===== src/rtl/gped_pkg.sv =====
// Shared types and constants for the gait phase event detector.
// Event codes, register indexes, fired-flag and minimum-tracker bit positions.
// No dependencies.
package gped_pkg;

    // Field widths
    localparam int SAMPLE_W    = 16;
    localparam int FRAC_W      = 16;
    localparam int FRAC_SHIFT  = 12;
    localparam int EVENT_W     = 3;
    localparam int CFG_INDEX_W = 8;
    localparam int S_TDATA_W   = 16;
    localparam int M_TDATA_W   = 8;

    typedef logic [EVENT_W-1:0]  event_t;
    typedef logic [FRAC_W-1:0]   frac_t;
    typedef logic signed [SAMPLE_W-1:0] sample_t;

    // Event codes
    localparam event_t EV_NONE = 3'd0;
    localparam event_t EV_HR   = 3'd1;
    localparam event_t EV_TO   = 3'd2;
    localparam event_t EV_FA   = 3'd3;
    localparam event_t EV_TBV  = 3'd4;
    localparam event_t EV_IC   = 3'd5;

    // Configuration register indexes
    localparam logic [CFG_INDEX_W-1:0] REG_HR  = 8'd0;
    localparam logic [CFG_INDEX_W-1:0] REG_TO  = 8'd1;
    localparam logic [CFG_INDEX_W-1:0] REG_FA  = 8'd2;
    localparam logic [CFG_INDEX_W-1:0] REG_TBV = 8'd3;

    // Register reset values (Q4.12)
    localparam frac_t HR_FRAC_RST  = 16'd1024;
    localparam frac_t TO_FRAC_RST  = 16'd3072;
    localparam frac_t FA_FRAC_RST  = 16'd1024;
    localparam frac_t TBV_FRAC_RST = 16'd3072;

    // Fired flag bit positions
    localparam int FLG_HR  = 0;
    localparam int FLG_TO  = 1;
    localparam int FLG_FA  = 2;
    localparam int FLG_TBV = 3;

    // Minimum tracker bit positions
    localparam int TRK_NEG  = 0;
    localparam int TRK_DONE = 1;
    localparam int TRK_DOWN = 2;
    localparam logic [2:0] TRK_ENTER = 3'b001;

endpackage


===== src/rtl/gped_core.sv =====
// Per-sample state update: saturating phase sums, threshold events and IC detection.
// Depends on gped_pkg; products come from gped_thresh.
// All state advances in the cycle in which fire is high.
module gped_core #(
    parameter int SUM_WIDTH = 32
) (
    input  logic                                  aclk,
    input  logic                                  aresetn,
    input  logic                                  fire,
    input  gped_pkg::sample_t                     sample,
    input  logic [SUM_WIDTH+gped_pkg::FRAC_W-1:0] prod_hr,
    input  logic [SUM_WIDTH+gped_pkg::FRAC_W-1:0] prod_to,
    input  logic [SUM_WIDTH+gped_pkg::FRAC_W-1:0] prod_fa,
    input  logic [SUM_WIDTH+gped_pkg::FRAC_W-1:0] prod_tbv,
    output logic [SUM_WIDTH-1:0]                  last_pos,
    output logic [SUM_WIDTH-1:0]                  last_neg,
    output gped_pkg::event_t                      event_code,
    output logic                                  latch
);

    localparam int PW = SUM_WIDTH + gped_pkg::FRAC_W;

    logic [SUM_WIDTH-1:0] pos_sum_reg, pos_sum_next;
    logic [SUM_WIDTH-1:0] neg_sum_reg, neg_sum_next;
    logic [SUM_WIDTH-1:0] last_pos_reg, last_pos_next;
    logic [SUM_WIDTH-1:0] last_neg_reg, last_neg_next;
    logic [3:0]           flags_reg, flags_next;
    gped_pkg::sample_t    prev_reg, prev_next;
    logic                 have_prev_reg, have_prev_next;
    logic [2:0]           trk_reg, trk_next;
    logic                 was_pos_reg, was_pos_next;

    logic                 pos;
    logic [16:0]          mag;
    logic [SUM_WIDTH:0]   pos_add, neg_add;
    logic [SUM_WIDTH-1:0] pos_sat, neg_sat, side_sum;
    logic [PW-1:0]        side_scaled;
    logic                 tot_nz, hit_a, hit_b;
    logic [2:0]           trk_a, trk_b, trk_c;
    logic                 ic_active, down, ic_hit;
    gped_pkg::event_t     code;
    logic                 boundary;

    // Sample sign and magnitude; minus full scale gives 32768 exactly
    assign pos = sample > 16'sd0;
    assign mag = pos ? {1'b0, sample} : 17'd0 - {sample[15], sample};

    // Saturating sums
    assign pos_add = {1'b0, pos_sum_reg} + (SUM_WIDTH+1)'(mag);
    assign neg_add = {1'b0, neg_sum_reg} + (SUM_WIDTH+1)'(mag);
    assign pos_sat = pos_add[SUM_WIDTH] ? '1 : pos_add[SUM_WIDTH-1:0];
    assign neg_sat = neg_add[SUM_WIDTH] ? '1 : neg_add[SUM_WIDTH-1:0];

    // Threshold compares on the side of this sample
    assign side_sum    = pos ? pos_sat : neg_sat;
    assign side_scaled = PW'({side_sum, {gped_pkg::FRAC_SHIFT{1'b0}}});
    assign tot_nz      = pos ? (|last_pos_reg) : (|last_neg_reg);
    assign hit_a = tot_nz
                 && !(pos ? flags_reg[gped_pkg::FLG_FA] : flags_reg[gped_pkg::FLG_HR])
                 && (side_scaled >= (pos ? prod_fa : prod_hr));
    assign hit_b = tot_nz
                 && !(pos ? flags_reg[gped_pkg::FLG_TBV] : flags_reg[gped_pkg::FLG_TO])
                 && (side_scaled >= (pos ? prod_tbv : prod_to));

    // Minimum tracker
    always_comb begin
        trk_a = trk_reg;
        if (!trk_reg[gped_pkg::TRK_NEG] && sample < 16'sd0) begin
            trk_a = gped_pkg::TRK_ENTER;
        end
        ic_active = trk_a[gped_pkg::TRK_NEG] && !trk_a[gped_pkg::TRK_DONE];
        down      = sample < prev_reg;
        ic_hit    = ic_active && trk_a[gped_pkg::TRK_DOWN] && !down;
        trk_b = trk_a;
        if (ic_active) begin
            trk_b[gped_pkg::TRK_DOWN] = down;
        end
        trk_c = trk_b;
        if (pos) begin
            trk_c[gped_pkg::TRK_NEG] = 1'b0;
        end
    end

    // Next state in event priority order
    always_comb begin
        pos_sum_next   = pos ? pos_sat : pos_sum_reg;
        neg_sum_next   = pos ? neg_sum_reg : neg_sat;
        last_pos_next  = last_pos_reg;
        last_neg_next  = last_neg_reg;
        flags_next     = flags_reg;
        prev_next      = prev_reg;
        have_prev_next = have_prev_reg;
        trk_next       = trk_reg;
        was_pos_next   = was_pos_reg;
        code           = gped_pkg::EV_NONE;
        boundary       = 1'b0;
        priority if (hit_a) begin
            if (pos) begin
                flags_next[gped_pkg::FLG_FA] = 1'b1;
                code = gped_pkg::EV_FA;
            end else begin
                flags_next[gped_pkg::FLG_HR] = 1'b1;
                code = gped_pkg::EV_HR;
            end
        end else if (hit_b) begin
            if (pos) begin
                flags_next[gped_pkg::FLG_TBV] = 1'b1;
                code = gped_pkg::EV_TBV;
            end else begin
                flags_next[gped_pkg::FLG_TO] = 1'b1;
                code = gped_pkg::EV_TO;
            end
        end else if (!have_prev_reg) begin
            have_prev_next = 1'b1;
            prev_next      = sample;
        end else if (ic_hit) begin
            trk_next = trk_a;
            trk_next[gped_pkg::TRK_DONE] = 1'b1;
            prev_next = sample;
            code      = gped_pkg::EV_IC;
        end else begin
            trk_next = trk_c;
            // Negative-to-positive crossing: latch totals, clear sums and flags
            if (!was_pos_reg && pos) begin
                boundary      = 1'b1;
                last_pos_next = pos_sat;
                last_neg_next = neg_sum_reg;
                pos_sum_next  = '0;
                neg_sum_next  = '0;
                flags_next    = '0;
            end
            was_pos_next = pos;
            prev_next    = sample;
        end
    end

    // State registers, advanced once per transfer
    always_ff @(posedge aclk) begin
        if (!aresetn) begin
            pos_sum_reg   <= '0;
            neg_sum_reg   <= '0;
            last_pos_reg  <= '0;
            last_neg_reg  <= '0;
            flags_reg     <= '0;
            prev_reg      <= '0;
            have_prev_reg <= 1'b0;
            trk_reg       <= '0;
            was_pos_reg   <= 1'b1;
        end else if (fire) begin
            pos_sum_reg   <= pos_sum_next;
            neg_sum_reg   <= neg_sum_next;
            last_pos_reg  <= last_pos_next;
            last_neg_reg  <= last_neg_next;
            flags_reg     <= flags_next;
            prev_reg      <= prev_next;
            have_prev_reg <= have_prev_next;
            trk_reg       <= trk_next;
            was_pos_reg   <= was_pos_next;
        end
    end

    assign last_pos   = last_pos_reg;
    assign last_neg   = last_neg_reg;
    assign event_code = code;
    assign latch      = fire && boundary;

endmodule


===== config.mk =====
export PLATFORM = sky130hd
export DESIGN_NAME = gped_core
export DESIGN_NICKNAME = d
export VERILOG_FILES = /design/src/rtl/gped_pkg.sv /design/src/rtl/gped_core.sv
export SDC_FILE = /design/constraint.sdc
export NUM_CORES = 1
export LEC_CHECK = 0
export BUFFER_PORTS_ARGS = -buffer_cell sky130_fd_sc_hd__buf_4
export CAP_MARGIN = 10
export CORE_MARGIN = 3
export CORE_UTILIZATION = 25
export DETAILED_ROUTE_END_ITERATION = 10
export GPL_TIMING_DRIVEN = 0
export REMOVE_ABC_BUFFERS = 1
export SLEW_MARGIN = 20
export SYNTH_ARGS = -nofsm -noshare
export SYNTH_HDL_FRONTEND = slang
export SYNTH_SLANG_ARGS = --single-unit

===== constraint.sdc =====
create_clock -name aclk -period 12.8 [get_ports aclk]
set_input_delay 1.92 -clock aclk [delete_from_list [all_inputs] [get_ports aclk]]
set_output_delay 1.92 -clock aclk [all_outputs]
set_load 0.02 [all_outputs]

### Yosys cells after proc, flatten, opt, wreduce, memory -nomap -nowiden

Cells that the tools add are included.

| operators by class | value |
|---|---|
| add/sub/neg operators | 3 |
| order comparisons | 5 |
| equality and inequality tests | 7 |
| mux-type cells | 47 |
| bitwise operators | 3 |
| reductions and logical operators | 30 |

Operators by type and width:

| kind | number |
|---|---|
| 2-to-1 mux 32 bit | 15 |
| greater-or-equal comparator 44 x 48 -> 1 bit | 2 |
| 2-to-1 mux 48 bit | 2 |
| adder 32 x 17 -> 33 bit | 2 |
| OR reduction 32 bit | 2 |
| AND reduction 6 bit | 5 |
| 2-to-1 mux 3 bit | 7 |
| 2-to-1 mux 1 bit | 18 |
| 2-to-1 mux 17 bit | 1 |
| subtractor 1 x 16 -> 17 bit (first input constant) | 1 |
| greater-than comparator 16 x 1 -> 1 bit (second input constant) | 1 |
| less-than comparator 16 x 1 -> 1 bit (second input constant) | 1 |
| less-than comparator 16 bit | 1 |
| != test 2 bit (second input constant) | 7 |
| 2-to-1 mux 4 bit | 3 |
| logical AND 1 bit | 10 |
| nonzero test 2 bit | 4 |
| logical NOT 1 bit | 6 |
| AND reduction 5 bit | 1 |
| AND reduction 4 bit | 1 |
| NOT 1 bit | 3 |
| AND reduction 3 bit | 1 |
| 2-to-1 mux 2 bit | 1 |

| storage, ports and cells | value |
|---|---|
| bits in registers | 153 |
| input port bits | 211 |

### Logic depth before layout (Yosys ltp)

| logic depth | value |
|---|---|
| depth in word-level cells | 12 |
| gate-level depth with buffers | 34 |
| depth with buffers taken out | 29 |

### Worst setup path after synthesis

Ideal clock, no wire load.

| timing | value |
|---|---|
| path type | input port to output port |
| start | in sample[0] |
| end | out event_code[1] |
| arrival | 8,769 ps |
| path slack | 2,111 ps |
| stages | 33 |
| buffers on the path | 8 |
| cells stage by stage | or3_4 nor4_4 a21o_1 buf_4 clkbuf_1 clkbuf_1 o31ai_1 xnor2_1 ha_1 a21oi_1 o21ai_0 a221oi_2 a21boi_1 or2_2 clkbuf_1 and4_1 clkbuf_1 nor2_1 clkbuf_1 a22oi_1 ha_1 a21o_1 a21o_1 a21oi_1 o21ai_0 a221oi_1 o21ai_0 and2_1 a211oi_2 buf_2 buf_2 nand2_1 o21ai_0 |

| between the ends | value |
|---|---|
| word-level cells in the longest chain between the ends | 9 |
| elaborated cells between the ends (all ways) | 25 |

RTL lines:

| item | line | RTL |
|---|---|---|
| start, declared | gped_core.sv:10 | `input gped_pkg::sample_t sample,` |
| subtractor 1 x 16 -> 17 bit / greater-than comparator 16 x 1 -> 1 bit (equally long branches) | gped_core.sv:46, gped_core.sv:45 |  |
| 2-to-1 mux 17 bit | gped_core.sv:46 | `assign mag = pos ? {1'b0, sample} : 17'd0 - {sample[15], sample};` |
| adder 32 x 17 -> 33 bit, on equally long branches | gped_core.sv:50, gped_core.sv:49 |  |
| 2-to-1 mux 32 bit, on equally long branches | gped_core.sv:52, gped_core.sv:51 |  |
| 2-to-1 mux 32 bit | gped_core.sv:55 | `assign side_sum = pos ? pos_sat : neg_sat;` |
| greater-or-equal comparator 44 x 48 -> 1 bit | gped_core.sv:63 | `&& (side_scaled >= (pos ? prod_tbv : prod_to));` |
| logical AND 1 bit | gped_core.sv:63 |  |
| 2-to-1 mux 3 bit | gped_core.sv:105 | `end else if (hit_b) begin` |
| 2-to-1 mux 3 bit * | gped_core.sv:97 | `priority if (hit_a) begin` |
| end, declared | gped_core.sv:17 | `output gped_pkg::event_t event_code,` |

Every way passes the cells marked *; elsewhere a longest branch is shown, timed or not.

### Final worst setup path

| timing | value |
|---|---|
| start | in sample[0] |
| end | out latch |

| between the ends | value |
|---|---|
| word-level cells in the longest chain between the ends | 12 |
| elaborated cells between the ends (all ways) | 37 |

RTL lines:

| item | line | RTL |
|---|---|---|
| branches (longest 10 deep; another with greater-or-equal comparator 44 x 48 -> 1 bit) | n/a |  |
| 2-to-1 mux 1 bit * | gped_core.sv:97 |  |
| logical AND 1 bit * | gped_core.sv:165 | `assign latch = fire && boundary;` |
| end, declared | gped_core.sv:18 | `output logic latch` |

Mark *: on every way between the ends.

==> metrics list <==
- Result of the run: finished clean
* Standard-cell rows: a little under 80
* Max-cap check violation count: 0
- Horizontal extent of the die: 224 µm
- The design draws 0.00151 W.
- In this design, the critical path's most frequently occurring cell is sky130_fd_sc_hd__o21ai_0.
* Yosys warnings: 0
- Register cell area after layout: a little over 3000 µm²
* Pin count of the biggest net entering global routing: 101
- For the pin with the worst max-slew slack, the measured transition is about 0.93 ns.
- At the later pin of the worst-skew pair, clock insertion delay measures about 0.44 ns.
* Worst Hold End: flags_reg[1]$_SDFFE_PN0P_
* Primary FF master, synth: sky130_fd_sc_hd__dfxtp_1
* Start of the worst register-to-register path: neg_sum_reg[0]$_SDFFE_PN0P_
- In this run the number of H-tree levels came out at 4.
- Data arrives at the worst endpoint at roughly 10 ns.
- Multi-input logic area: just over 8000 µm²
* Hold_sp: flags_reg[1]$_SDFFE_PN0P_
* Routability congestion estimate from global placement: 0.916
* Post-route setup TNS: 0 ns
- CP Buf/Inv Count: 4
- Data on the critical path is required at its endpoint by between 10 and 15 ns.
* Number of buffers created by CTS: 17
- Including well taps, the total number of placed cells is 2270.
- The synthesized netlist devotes 12.3% of its cell area to adder and majority cells.
- Fmax: a little over 0.08 GHz
* Worst reg2reg path depth: 24
- Class of the most critical setup path: in2out
- Number of non-filler instances in the completed layout: around 2300
- For this design, the CTS-stage hold fixing added 0 buffers.
* Seq/Total Area, Yosys: about a quarter
- Category of the worst setup path capture point: output pin
* Max VDD drop: between 100 and 150 µV
* Uppermost routed layer: met5
- Detailed placement ended at an HPWL of about 34000 µm.
* Number of enable flip-flop cells after synthesis: 0
* Largest family of logic cells by synthesized area: compound AO/OA/AOI/OAI gates
- The worst hold path passes through 2 cells.
- In the detailed route, the total length drawn on met3 is around 2800 µm.
- Register-to-register setup slack: 5.74 ns
- In this run, synthesis produced a sequential element count of about 150.
* Number of filler cells placed in the layout: 4905
- First-pass iteration count of the detailed router: 5
- Counting along the longest clock path gives a buffer depth of 2.
- TritonCTS clock tree: done
* IO Port Bufs: around 280
* Total power per unit cell area: roughly 98 nW/µm²
- For this run, the total global-route usage over all layers was measured as between 10% and 20%.
- Among cell families on the critical path, the largest total delay comes from simple AND/OR/NAND/NOR gates.
- Multiplexer area fraction after synthesis: slightly above 10%
- Once the floorplan was initialized, standard cells occupied around 25% of the core.
- Setup violations remaining at the end of the flow were counted as 0.
- CTS saw 153 sinks.
- Worst max-slew margin expressed relative to the limit: about 37%
* Post-synthesis simple-gate area fraction: 20.1%
- Cells after synthesis: 1446
- Pin placement for this block handled around 280 I/O pins.
- In the post-synthesis netlist, the biggest area contributors are sky130_fd_sc_hd__dfxtp_1 (26%), sky130_fd_sc_hd__ha_1 (12%), sky130_fd_sc_hd__mux2i_1 (10%).
- The first global-routing pass estimated between 60000 and 70000 µm of wire.
- After detailed routing, the number of remaining DRC violations is 0.
- Share of the cycle needed by the critical path after routing: between 90% and 100%
- Xor/xnor cell area share of the yosys netlist: under 10%
- Die area: between 50000 and 60000 µm²
* Number of hold violations in the final report: 0
* Final WL: approximately 44000 µm
* Wire length on met2: approximately 22000 µm
* Maximum fanout count along the critical path: 55
- Vias: 12000
- Die Height: ~220 µm
- The tightest min-delay check is of the reg2reg type.
- Worst Clk Skew: around 0.012 ns
* End of the worst register-to-register path: neg_sum_reg[17]$_SDFFE_PN0P_
- The worst setup path is launched from a primary input.
- Clock-pin slew was measured on the worst setup and hold paths at 0.07 ns.
* Share of Yosys cell area claimed by the top area cell type: approximately 26%
- Time the final worst path needs with I/O delays and setup: about 12 ns
- The largest individual stage delay along the critical path comes from the cell sky130_fd_sc_hd__a21o_2.
- The core region is roughly 47000 µm².
* Static power due to leakage: slightly below 7 nW
- Via count of the first global-routing pass: roughly 12000
* Asr flop ratio synth: 0%
- The count of nets left with antenna violations once routing finished came out at 0.
- Global routing finished with a remaining overflow of 0.
- The initial antenna violation count is 3.
- The biggest area contributor in the post-synthesis netlist is sky130_fd_sc_hd__dfxtp_1.
- Detailed-routing wirelength on met1: between 15000 and 20000 µm
- WP depth: 29
- After synthesis, the netlist uses 81 different library cells.
* Synthesized-area fraction occupied by ao, oa, aoi and oai cells: a little under a quarter
- In the final routed layout, each cell accounts on average for ~19 µm.
- After the last flow step, the layout net total stands at ~2000.
* Max-slew violation count: 0
* DRT iter0 DRCs: between 800 and 900
* Layout area overhead: 30.4%
- Delay contributed by the slowest stage of the critical path: approximately 0.5 ns
* Synthesized area per cell: a little over 8 µm²
* CTS Root Cell: sky130_fd_sc_hd__clkbuf_16
- Setup repair after global routing left no endpoint under its margin.
- Post-synthesis instance area: about 12000 µm²
- Share of post-route cells with drive strength above 1: a little under a quarter
* DR vias/cell: 5.19
[synth_stat cells, types with 11 or more instances]
cell type	instances
sky130_fd_sc_hd__nand3_1	46
sky130_fd_sc_hd__nand2b_1	13
sky130_fd_sc_hd__clkbuf_1	46
sky130_fd_sc_hd__buf_2	11
sky130_fd_sc_hd__o21a_1	11
sky130_fd_sc_hd__or3_1	11
sky130_fd_sc_hd__xnor2_1	36
sky130_fd_sc_hd__or4_1	13
sky130_fd_sc_hd__and3_1	16
sky130_fd_sc_hd__inv_1	50
sky130_fd_sc_hd__xor2_1	14
sky130_fd_sc_hd__nor4_1	32
sky130_fd_sc_hd__o21ai_1	14
sky130_fd_sc_hd__o32ai_2	12
sky130_fd_sc_hd__ha_1	113
sky130_fd_sc_hd__a22oi_1	12
sky130_fd_sc_hd__a21o_1	23
sky130_fd_sc_hd__o211ai_1	11
sky130_fd_sc_hd__nand4_1	18
sky130_fd_sc_hd__nor3_1	21
sky130_fd_sc_hd__mux2i_1	120
sky130_fd_sc_hd__nor2_1	86
sky130_fd_sc_hd__a21oi_1	103
sky130_fd_sc_hd__nand2_1	186
sky130_fd_sc_hd__a211oi_1	17
sky130_fd_sc_hd__a211oi_2	21
sky130_fd_sc_hd__dfxtp_1	153
sky130_fd_sc_hd__o21ai_0	90
[worst reg2reg max path: stages, from the launching register on]
cell and delay, ns:
sky130_fd_sc_hd__dfxtp_1 0.33, sky130_fd_sc_hd__ha_1 0.19, sky130_fd_sc_hd__inv_1 0.06, sky130_fd_sc_hd__fa_1 0.37, sky130_fd_sc_hd__nand2b_1 0.20, sky130_fd_sc_hd__a21oi_1 0.30, sky130_fd_sc_hd__o211ai_1 0.24, sky130_fd_sc_hd__a21boi_1 0.32
sky130_fd_sc_hd__or2_2 0.28, sky130_fd_sc_hd__and2_0 0.35, sky130_fd_sc_hd__and3_1 0.22, sky130_fd_sc_hd__xor2_1 0.08, sky130_fd_sc_hd__o21ai_0 0.30, sky130_fd_sc_hd__o21ai_0 0.28, sky130_fd_sc_hd__ha_1 0.36, sky130_fd_sc_hd__nand4_1 0.13
sky130_fd_sc_hd__nor2_1 0.16, sky130_fd_sc_hd__nand3_1 0.16, sky130_fd_sc_hd__a2111oi_0 0.42, sky130_fd_sc_hd__o311ai_1 0.17, sky130_fd_sc_hd__a21o_1 0.27, sky130_fd_sc_hd__and3_2 0.40, sky130_fd_sc_hd__nand2_4 0.50, sky130_fd_sc_hd__clkinv_8 0.42
sky130_fd_sc_hd__o41ai_1 0.45
[cells by family after synthesis]
kind of cell | after synthesis
and+or+nand+nor | 488
AOI/OAI and AO/OA | 390
DFF | 153
buffers and inverters | 128
muxes | 122
adders and majority gates | 115
xor gates and xnor gates | 50
[per-layer routing]
| metal | global-route usage [%] | vias up |
|---|---|---|
| met3 | 3.66 | 80 |
| li1 | - | 5821 |
| met1 | 19.8 | 5640 |
| met5 | 0 | - |
| met4 | 6.71 | 2 |
| met2 | 29.7 | 415 |
[layout by cell type, fill, tap and decap left out, types with 45 or more instances in the layout]
| cell | Yosys | layout |
|---|---|---|
| sky130_fd_sc_hd__inv_1 | 50 | 49 |
| sky130_fd_sc_hd__nand2_1 | 186 | 185 |
| sky130_fd_sc_hd__a21oi_1 | 103 | 102 |
| sky130_fd_sc_hd__mux2i_1 | 120 | 120 |
| sky130_fd_sc_hd__nor2_1 | 86 | 82 |
| sky130_fd_sc_hd__buf_4 | 5 | 281 |
| sky130_fd_sc_hd__o21ai_0 | 90 | 88 |
| sky130_fd_sc_hd__ha_1 | 113 | 113 |
| sky130_fd_sc_hd__dfxtp_1 | 153 | 153 |
| sky130_fd_sc_hd__nand3_1 | 46 | 45 |
[through the flow]
| stage | util, % | hold slack (ns) | setup WS (ns) | area [µm²] |
|---|---|---|---|---|
| floorplan | - | 0.430 | -1.32 | 11500 |
| global placement | 30.7 | 0.438 | -6.91 | 14300 |
| detailed placement | 31.6 | 0.445 | -0.850 | 14700 |
| CTS | 33.0 | 0.455 | 0.0163 | 15400 |
| global route | 33.1 | 0.475 | 0.0179 | 15400 |
| finish | 33.1 | 0.455 | 0.660 | 15400 |
[report_power, final]
part | internal [W] | switching, W
Combinational | 0.000187 | 0.000244
Clock | 0.000361 | 0.000219
Sequential | 0.000490 | 0.00000877
[area by class of cell]
cell class	instances	share of cell area, %
Tap cell	607	4.92
Clock buffer	20	3.02
Sequential cell	153	19.8
Multi-Input combinational cell	1165	53.8
Clock inverter	11	1.26
Timing Repair Buffer	297	15.9
Inverter	51	1.34
Antenna cell	1	0.0162
[worst max-delay path by stage]
stage	startpoint	endpoint	slack, ns
finish	sample[0]	latch	0.66
global route	sample[0]	latch	0.02
CTS	sample[0]	latch	0.02
detailed placement	sample[0]	latch	-0.85
global placement	sample[10]	latch	-6.91
floorplan	sample[11]	latch	-1.32
[repair_timing]
action,CTS,global route
buffers inserted,0,3
gates resized for setup,4,3
pin swaps,0,1
endpoints found under the setup margin,2,2
Power figures use the tool's default switching activity.
